===== config.mk =====
export PLATFORM = sky130hd
export DESIGN_NAME = mtrg_front
export DESIGN_NICKNAME = d
export VERILOG_FILES = /design/src/hdl/mt19937_random_generator_defines.svh /design/src/hdl/mtrg_pkg.sv /design/src/hdl/mtrg_front.sv
export SDC_FILE = /design/constraint.sdc
export NUM_CORES = 1
export LEC_CHECK = 0
export BUFFER_PORTS_ARGS = -buffer_cell sky130_fd_sc_hd__buf_2
export CAP_MARGIN = 0
export CORE_ASPECT_RATIO = 1.5
export CORE_MARGIN = 2
export CORE_UTILIZATION = 52
export CTS_CLUSTER_SIZE = 28
export DETAILED_ROUTE_END_ITERATION = 12
export PLACE_DENSITY = 0.77
export SLEW_MARGIN = 20
export SYNTH_ARGS = -nofsm -noshare
export SYNTH_HDL_FRONTEND = slang
export SYNTH_SLANG_ARGS = --single-unit

===== constraint.sdc =====
create_clock -name clock -period 8.9 [get_ports clock]
set_input_delay 0.89 -clock clock [delete_from_list [all_inputs] [get_ports clock]]
set_output_delay 0.89 -clock clock [all_outputs]
set_load 0.01 [all_outputs]

===== src/hdl/mt19937_random_generator_defines.svh =====
// ----------------------------------------------------------------------------
// MT19937 generator assertion macros
// Shared property templates for the generator's assertions.
// ----------------------------------------------------------------------------
`ifndef MT19937_RANDOM_GENERATOR_DEFINES_SVH
`define MT19937_RANDOM_GENERATOR_DEFINES_SVH

// Same-cycle implication, disabled during reset.
`define MTRG_ASSERT_IMPLY(label, clk, rst, ante, cons, msg) \
   label: assert property (@(posedge clk) disable iff (rst) (ante) |-> (cons)) \
      else $error(msg);

// Next-cycle implication, disabled during reset.
`define MTRG_ASSERT_NEXT(label, clk, rst, ante, cons, msg) \
   label: assert property (@(posedge clk) disable iff (rst) (ante) |=> (cons)) \
      else $error(msg);

`endif


===== src/hdl/mtrg_pkg.sv =====
// ----------------------------------------------------------------------------
// MT19937 generator package
// Constants, operation codes and shared types.
// ----------------------------------------------------------------------------
package mtrg_pkg;

   localparam int unsigned WORD_W = 32;
   localparam int unsigned MT_N   = 624;
   localparam int unsigned MT_M   = 397;
   localparam int unsigned IDX_W  = 10;

   localparam logic [WORD_W-1:0] INIT_MUL   = 32'h6c07_8965;
   localparam logic [WORD_W-1:0] MATRIX_A   = 32'h9908_b0df;
   localparam logic [WORD_W-1:0] UPPER_MASK = 32'h8000_0000;
   localparam logic [WORD_W-1:0] LOWER_MASK = 32'h7fff_ffff;
   localparam logic [WORD_W-1:0] TEMPER_B   = 32'h9d2c_5680;
   localparam logic [WORD_W-1:0] TEMPER_C   = 32'hefc6_0000;
   localparam logic [WORD_W-1:0] SEED_RESET = 32'd5489;

   localparam int unsigned INIT_SHIFT = 30;
   localparam int unsigned TEMPER_U   = 11;
   localparam int unsigned TEMPER_S   = 7;
   localparam int unsigned TEMPER_T   = 15;
   localparam int unsigned TEMPER_L   = 18;

   localparam int unsigned REQ_DATA_W = 96;
   localparam int unsigned REQ_USER_W = 2;
   localparam int unsigned RSP_DATA_W = 40;

   localparam int unsigned QUEUE_DEPTH_DEFAULT = 2;

   typedef enum logic [1:0] {
      OP_RESEED = 2'd0,
      OP_RAW    = 2'd1,
      OP_RANGE  = 2'd2,
      OP_BOOL   = 2'd3
   } op_type;

   typedef struct packed {
      op_type            op;
      logic [WORD_W-1:0] range_low;
      logic [WORD_W-1:0] span;
      logic              span_zero;
      logic [WORD_W-1:0] threshold;
   } cmd_type;

   typedef struct packed {
      logic busy;
      logic seeded;
   } stat_type;

   typedef struct packed {
      logic              start;
      logic [WORD_W-1:0] dividend;
      logic [WORD_W-1:0] divisor;
   } div_req_type;

   typedef struct packed {
      logic              done;
      logic [WORD_W-1:0] remainder;
   } div_rsp_type;

   typedef enum logic [3:0] {
      ST_IDLE,
      ST_SEED,
      ST_RD_A,
      ST_RD_B,
      ST_RD_C,
      ST_TWIST,
      ST_TEMPER,
      ST_DIV_START,
      ST_DIVIDE,
      ST_RESULT
   } core_state_type;

endpackage


===== src/hdl/mtrg_front.sv =====
// ----------------------------------------------------------------------------
// MT19937 generator front end
// Takes request items, decodes op and span, queues commands for the core.
// ----------------------------------------------------------------------------
module mtrg_front #(
   parameter int unsigned DEPTH = mtrg_pkg::QUEUE_DEPTH_DEFAULT
) (
   input  logic                                clock,
   input  logic                                reset,
   input  logic                                req_tvalid,
   output logic                                req_tready,
   input  logic [mtrg_pkg::REQ_DATA_W-1:0]     req_tdata,
   input  logic [mtrg_pkg::REQ_USER_W-1:0]     req_tuser,
   output logic                                cmd_valid,
   input  logic                                cmd_ready,
   output mtrg_pkg::cmd_type                   cmd
);
   import mtrg_pkg::*;

   localparam int unsigned PTR_W = (DEPTH > 1) ? $clog2(DEPTH) : 1;
   localparam int unsigned CNT_W = $clog2(DEPTH + 1);

   cmd_type            queue_ff [DEPTH];
   logic [PTR_W-1:0]   wr_ptr_ff, wr_ptr_in;
   logic [PTR_W-1:0]   rd_ptr_ff, rd_ptr_in;
   logic [CNT_W-1:0]   count_ff, count_in;
   cmd_type            entry;
   logic               push;
   logic               pop;

   // decode and classify the incoming item
   always_comb begin
      entry.op        = op_type'(req_tuser);
      entry.range_low = req_tdata[WORD_W-1:0];
      entry.threshold = req_tdata[3*WORD_W-1:2*WORD_W];
      entry.span      = req_tdata[2*WORD_W-1:WORD_W] - req_tdata[WORD_W-1:0];
      entry.span_zero = (entry.span == '0);
   end

   assign req_tready = (count_ff != CNT_W'(DEPTH));
   assign cmd_valid  = (count_ff != '0);
   assign cmd        = queue_ff[rd_ptr_ff];
   assign push       = req_tvalid && req_tready;
   assign pop        = cmd_valid && cmd_ready;

   always_comb begin
      wr_ptr_in = wr_ptr_ff;
      rd_ptr_in = rd_ptr_ff;
      count_in  = count_ff;
      if (push) begin
         wr_ptr_in = (wr_ptr_ff == PTR_W'(DEPTH - 1)) ? '0 : wr_ptr_ff + 1'b1;
      end
      if (pop) begin
         rd_ptr_in = (rd_ptr_ff == PTR_W'(DEPTH - 1)) ? '0 : rd_ptr_ff + 1'b1;
      end
      if (push && !pop) begin
         count_in = count_ff + 1'b1;
      end else if (pop && !push) begin
         count_in = count_ff - 1'b1;
      end
   end

   always_ff @(posedge clock) begin
      if (reset) begin
         wr_ptr_ff <= '0;
         rd_ptr_ff <= '0;
         count_ff  <= '0;
      end else begin
         wr_ptr_ff <= wr_ptr_in;
         rd_ptr_ff <= rd_ptr_in;
         count_ff  <= count_in;
      end
   end

   always_ff @(posedge clock) begin
      if (push) begin
         queue_ff[wr_ptr_ff] <= entry;
      end
   end

endmodule


==> results.md, run 1 <==
- Avg Cell Area, Syn: 14.3 um2
- Antenna-violating nets left: 0
- Gr usage total: 20.2%
- Max Root-Sink Buffers: 3
- CTS tree: built
- Syn Inst Count: 670
- CTS sink cnt: 203
- Largest net degree at the start of global routing: 55
- # IOs: 203
- Die area: 19500 um2
- Critical path capture point type: register
- Yosys warnings: 0
- Core Footprint: 17900 um2
- Initial antenna violation count: 0
- Run status: complete, no violations
- Pwr/cell area: 255 nW/um2
- Register area: 6050 um2
- Gpl congestion: 0.961
- Post-synth EDFFs: 198
- # rows: 60
- Area grow syn2layout: 19.0%
- CTS buffer count: 20
- H-tree levels: 1
- R2R cell count: 3
- Vias: 6069
- RSZ-0062 raised after global routing: false
- Number of port buffers: 202
- Max_cap viols: 0
- Leading area contributor after synthesis: edfxtp_1
- Type of origin of the critical path: input port
- First-pass GRT wire length: 30900 um
- TritonRoute pass-1 iters: 4
- Diode count: 0
- TNS Setup: 0 ps
- Die height: 170 um
- CP required: 9240 ps
- Most frequent cells after synthesis: edfxtp_1 (198), mux2_2 (100), inv_1 (47), ha_1 (32), nor2_1 (32)
- Flop-to-flop setup slack: 6530 ps
- Min-Delay Path Class: reg2reg
- Met3 usage: 2.81%
- Crit Path Max Fanout: 6
- Synth Flop Type: edfxtp_1
- Met1 Use GR: 23.3%
- Top-count cell post-synth: edfxtp_1
- Minimum clock period: 3500 ps
- Global route hottest layer: met2
- Final hold vios: 0
- Number of global-route vias before repair: 6190
- Post-CTS Resized: 0
- Met2 global-route usage: 37.2%
- Seq/Total Area, Yosys: 63.3%
- DP Wirelength: 14500 um
- Die width: 115 um
- Layout cells sized above 1: 39.0%
- WHS Endpoint: rd_ptr_ff
- Reg-to-reg startpoint: count_ff[0]
- Via-per-instance ratio: 5.49
- Max Fclk: 286 MHz
- Slew HR: 50.7%
- Post-CTS setup buffer count: 0
- Actual slew at the worst max-slew pin: 739 ps
- Reg2reg end: queue_ff[1][88]
- Multi-input gate area: 3240 um2
- Static Leak: 4.44 nW
- Mapped Nets: 805
- Worst hold path cell count: 2
- Max-slew violation count: 0
- Synth area leaders: edfxtp_1 (62%), mux2_2 (12%), ha_1 (4.2%)
- Gr ovfl total: 0
- Setup Crit Path Kind: in2reg
- Reg clk slew, reported paths: 60 ps
- Final wirelength: 20200 um
- Synth Cell Area: 9550 um2
- Launch point of the worst hold path: rd_ptr_ff
- Clock root buffer: clkbuf_16
- Worst vdd ir: 0.000197 V
- Synth unique cells: 65
- Hold Buf Count CTS: 0
- Nets@finish: 1010
- Fillers: 1445
- Initial Util: 53.2%
- Synth top area share: 62.2%
- Worst EP arrival: 3850 ps
- Clock skew: 19.9 ps
- Yosys reg bits: 203
- Async SR Flop Fraction: 0%
- Initial DRC Count: 393
- Hold slack final: 502 ps
- DRC viols: 0
- Detailed-route wire length per cell: 18.3 um
- Worst-Skew Late Latency: 490 ps
- Setup violators final: 0
- Tcrit/Tclk final: 39.3%
[worst max-delay path, cell delays in order]
cell	delay [ps]
buf_2	110
ha_1	230
fa_1	400
nand2b_2	230
a2111oi_4	410
nor3_4	110
xnor2_1	170
or4b_1	520
nor4_1	210
and4_1	250
nand4_1	90
and3b_1	230
[metrics by stage]
| stage | power (mW) | instances | instance area [um2] | worst slack [ps] | util, % |
|---|---|---|---|---|---|
| final | 2.90 | 1106 | 11400 | 5400 | 63.4 |
| after global routing | 3.04 | 1106 | 11400 | 5200 | 63.4 |
| after CTS | 2.93 | 1106 | 11400 | 5390 | 63.4 |
| after detailed placement | 2.17 | 1070 | 10800 | 4900 | 60.1 |
| after global placement | 2.15 | 1070 | 10800 | 4950 | 60.1 |
| after floorplan | 1.87 | 670 | 9550 | 3240 | - |
[worst max-delay path by stage]
| stage | end | startpoint | slack [ps] | depth (start not counted) |
|---|---|---|---|---|
| 2_1_floorplan | queue_ff[0][0] | req_tvalid | 3240 | 2 |
| 4_1_cts | queue_ff[1][32] | req_tdata[0] | 5390 | 12 |
| 5_1_grt | queue_ff[1][32] | req_tdata[0] | 5200 | 12 |
| 3_5_place_dp | queue_ff[0][32] | req_tdata[0] | 4900 | 12 |
| 6_report | queue_ff[1][32] | req_tdata[0] | 5400 | 12 |
| 3_3_place_gp | queue_ff[0][32] | req_tdata[0] | 4950 | 12 |
[report_power, final]
group | leakage [nW] | total (mW) | internal (mW) | switching, mW
Sequential | 1.89 | 1.31 | 1.25 | 0.0633
Combinational | 2.27 | 0.830 | 0.365 | 0.465
Clock | 0.279 | 0.760 | 0.432 | 0.328
Total | 4.44 | 2.90 | 2.05 | 0.856
[layout by cell type (no fill, tap or decap), types with 6 or more instances in the layout]
cell | synthesis | final
buf_2 | 3 | 202
edfxtp_1 | 198 | 198
mux2_2 | 100 | 100
inv_1 | 47 | 47
ha_1 | 32 | 32
nor2_1 | 32 | 31
a21oi_1 | 30 | 30
nand2_1 | 23 | 23
clkbuf_16 | 0 | 21
o21ai_0 | 17 | 17
xor2_1 | 14 | 14
a21o_1 | 13 | 13
xnor2_1 | 12 | 12
nand3_1 | 12 | 12
nor3_1 | 12 | 12
a211oi_1 | 10 | 10
and2_1 | 7 | 7
clkbuf_1 | 17 | 7
o21ai_1 | 6 | 6
[logic make-up after synthesis]
kind of cell / after synthesis / share of synthesized area, %
AND/OR/NAND/NOR: 122 / 6.73
adder cells (fa/ha/maj): 33 / 4.40
multiplexers: 102 / 12.0
AO/OA/AOI/OAI: 114 / 8.26
XOR/XNOR: 26 / 2.38
buffers and inverters: 70 / 2.95
flip-flops: 203 / 63.3
[final cells by class]
type	instances	share of cell area [%]
repair buffers	206	9.16
well taps	217	2.39
flip-flops and latches	203	53.2
clock inverters	8	0.341
inverters	47	1.55
clock buffers	28	4.85
multi-input cells	397	28.5
[per-layer routing]
metal | wire length, um | vias up
li1 | - | 2947
met1 | 7820 | 2914
met2 | 10800 | 166
met3 | 996 | 42
met4 | 666 | 0
met5 | 0 | -
[state kept, by name, summed over array words and instances, names as in the netlist, named ones only]
signal,flops
queue_ff,198
count_ff,2
rd_ptr_ff,1
wr_ptr_ff,1
(Power assumes the default switching activity.)
==> run 2, diff against run 1 <==
--- a/config.mk
+++ b/config.mk
@@ -5,11 +5,12 @@
 export SDC_FILE = /design/constraint.sdc
 export NUM_CORES = 1
 export LEC_CHECK = 0
+export ABC_AREA = 1
 export BUFFER_PORTS_ARGS = -buffer_cell sky130_fd_sc_hd__buf_2
 export CAP_MARGIN = 0
 export CORE_ASPECT_RATIO = 1.5
 export CORE_MARGIN = 2
-export CORE_UTILIZATION = 52
+export CORE_UTILIZATION = 50
 export CTS_CLUSTER_SIZE = 28
 export DETAILED_ROUTE_END_ITERATION = 12
 export PLACE_DENSITY = 0.77
==> constraint.sdc (replaced) <==
create_clock -name clock -period 3 [get_ports clock]
set_input_delay 0.3 -clock clock [delete_from_list [all_inputs] [get_ports clock]]
set_output_delay 0.3 -clock clock [all_outputs]
set_load 0.01 [all_outputs]
==> run 2 against run 1 <==
Against the previous run: area after synthesis grew 5.5%; register-to-register slack lost 5300 ps; worst setup slack lost 4900 ps; sequential cell count is the same; sequential power grew to 2.9 times the previous value; synthesized cell count grew 38%; global-route usage grew 1.1 points; routed wire length grew 15%; clock power grew to 3.2 times the previous value; critical path type unchanged; critical endpoint unchanged; largest cell class unchanged; largest power group unchanged; highest routed layer unchanged.
==> results.md, run 2 <==
- Run status: complete, no violations
- Worst path cell trace: dlygate4sd3_1 > buf_2 > inv_1 > ha_1 > nand2_1 > nor2_1 > nand2_1 > nor2_1 > nand2_1 > nand2_1 > nand2_1 > nand2_1 > nand2_1 > nor2_1 > nand3_1 > nor2_1
- Commonest non-fill, non-tap cell in the layout: nand2_1
- Number of global-route vias before repair: 7291
- Worst EP arrival: 2800 ps
- Area grow syn2layout: 25.1%
- Reg-to-reg startpoint: count_ff[0]
- TritonRoute pass-1 iters: 4
- Leading area contributor after synthesis: edfxtp_1
- Core Footprint: 19800 um2
- Comb pwr share: 27.6%
- Antenna-violating nets left: 0
- Max-slew violation count: 0
- Synth unique cells: 33
- Fillers: 1574
- CTS sink cnt: 203
- Layout cells sized above 1: 30.1%
- Gpl congestion: 0.929
- Gr usage total: 21.3%
- Switching pwr: 2.50 mW
- Tot Pwr: 8.61 mW
- CP most frequent cell: nand2_1
- CTS buffer count: 20
- First-pass GRT wire length: 35600 um
- Synth Cell Area: 10100 um2
- Max_cap viols: 0
- CP required: 3340 ps
- Max Fclk: 407 MHz
- H-tree levels: 1
- Gr ovfl total: 0
- Clock skew: 9.72 ps
- Tcrit/Tclk final: 82.0%
- CTS tree: built
- Yosys warnings: 0
- Initial antenna violation count: 0
- Reg clk slew, reported paths: 60 ps
- Min-Delay Path Class: in2reg
- Synth Flop Type: edfxtp_1
- Synth area leaders: edfxtp_1 (59%), mux2_2 (11%), nand2_1 (9.1%)
- Via-per-instance ratio: 4.91
- Mapped Nets: 1060
- R2R cell count: 5
- Reg2reg end: queue_ff[0][77]
- Post-synth EDFFs: 198
- Uppermost layer routed: met4
- Die area: 21300 um2
- Crit-path max cell delay: 550 ps
- Most frequent cells after synthesis: nand2_1 (244), edfxtp_1 (198), inv_1 (167), mux2_2 (99), nor2_1 (50)
- Clock root buffer: clkbuf_16
- Slew HR: 49.8%
- Met3 wire len: 1080 um
- Vias: 7218
- Detailed-route wire length per cell: 15.8 um
- Number of port buffers: 202
- Static Leak: 5.67 nW
- Minimum clock period: 2460 ps
- Pwr/cell area: 682 nW/um2
- Synth top area share: 59.0%
- Placed instance count: 1381
- Setup violators final: 0
- Final hold vios: 0
- Register share of total power: 43.7%
- Die width: 120 um
- Final wirelength: 23200 um
- Type of origin of the critical path: input port
- Net Sw Frac: 29.1%
- Critical path capture point type: register
- Largest Register: queue_ff
- Largest net degree at the start of global routing: 101
- Max Root-Sink Buffers: 3
- DRC viols: 0
- Initial Util: 51.0%
- Die height: 178 um
- Clock Power Share: 28.6%
- # rows: 63
- Actual slew at the worst max-slew pin: 753 ps
- Avg Cell Area, Syn: 10.9 um2
- DP Wirelength: 16300 um
- Flop-to-flop setup slack: 1240 ps
- Top-count cell post-synth: nand2_1
- Worst vdd ir: 0.000485 V
- Setup Crit Path Kind: in2reg
- Internal: 6.10 mW
- Worst-Skew Late Latency: 500 ps
- RSZ-0062 raised after global routing: false
- Syn Inst Count: 925
- # IOs: 203
- Post-Layout Cell Count: 1469
- Met2 wire len: 12600 um
- CP Capture Point: queue_ff[1][32]
- Initial DRC Count: 416
- Crit Path Max Fanout: 5
- Max reg flops: 198
- Async SR Flop Fraction: 0%
- CP Launch Point: req_tdata[25]
- CP max-delay cell: dlygate4sd3_1
- Nets@finish: 1329
- M1 WL: 8910 um
- Regs by FF count: queue_ff x198, count_ff x2
- Seq/Total Area, Yosys: 60.0%
- Yosys reg bits: 203
- Most frequent cells in the layout: nand2_1 (244), buf_2 (202), edfxtp_1 (198), inv_1 (167), mux2_2 (99)
## run 2: cell types whose count changed in the layout (fill, tap and decap cells not counted), moves of 11 or more
cell and change:
dlygate4sd3_1 +51, o21ai_0 -15, nor2_1 +17, inv_1 +120
nand3_1 +16, a21o_1 -13, nand2_2 +14, xor2_1 -11
nand2_1 +221
## run 2: power groups by stage
stage               Sequential (mW)  Combinational (mW)  Clock [mW]
global route                   3.80                2.60        2.63
CTS                            3.77                2.40        2.52
global placement               3.79                2.31           0
detailed placement             3.82                2.33           0
floorplan                      3.79                1.51           0
finish                         3.76                2.38        2.46
## run 2: how the worst min path moves through the flow
| stage | start | endpoint | slack (ps) | cells after the start |
|---|---|---|---|---|
| 4_1_cts | req_tdata[24] | queue_ff[1][89] | 0.4 | 1 |
| 2_1_floorplan | reset | register | 370 | 1 |
| 3_3_place_gp | rd_ptr_ff | register | 470 | 2 |
| 3_5_place_dp | rd_ptr_ff | register | 480 | 2 |
| 5_1_grt | req_tdata[22] | queue_ff[0][87] | 0.5 | 1 |
| 6_report | req_tdata[21] | queue_ff[0][86] | 10 | 1 |
## run 2: critical path, delay by kind of cell
kind	cells	cell delay (ps)
buffers and inverters	3	720
adder cells (fa/ha/maj)	1	400
AND/OR/NAND/NOR	12	1390
## run 2: cells by family after synthesis
| group | after synthesis | share of synthesized area (%) |
|---|---|---|
| buffers and inverters | 179 | 6.69 |
| AOI/OAI and AO/OA | 31 | 1.86 |
| xor gates and xnor gates | 5 | 0.434 |
| and+or+nand+nor | 375 | 15.8 |
| muxes | 99 | 11.1 |
| adders and majority gates | 33 | 4.17 |
| DFF | 203 | 60.0 |
## run 2: final cells by class
cell class	count	area (um2)	share of cell area [%]
sequential	203	6050	48.0
multi-input combinational	543	3380	26.8
timing repair buffer	258	1580	12.6
inverter	168	631	5.00
clock buffer	25	541	4.29
tap	260	325	2.58
clock inverter	11	100	0.794
antenna	1	2.50	0.0198
## run 2: routing by layer
layer	track usage [%]	vias to the layer above
met4	7.70	0
met5	0	-
met1	23.1	3376
met2	41.2	196
li1	-	3605
met3	3.28	41
## run 2: repair_timing
| action | CTS | global route |
|---|---|---|
| resized for setup | 0 | 0 |
| hold buffers | 50 | 1 |
| hold endpoints to repair | 100 | 2 |
| setup buffers | 0 | 0 |
## run 2: per-stage QoR
step | hold WS [ps] | setup WS [ps] | area [um2] | utilization, % | setup TNS [ps]
floorplan | 369 | -632 | 10100 | - | -123760
global placement | 467 | 518 | 11500 | 57.9 | 0
detailed placement | 476 | 498 | 11500 | 57.9 | 0
CTS | 0.352 | 542 | 12600 | 63.7 | 0
global route | 0.484 | 356 | 12600 | 63.7 | 0
finish | 13.0 | 541 | 12600 | 63.7 | 0
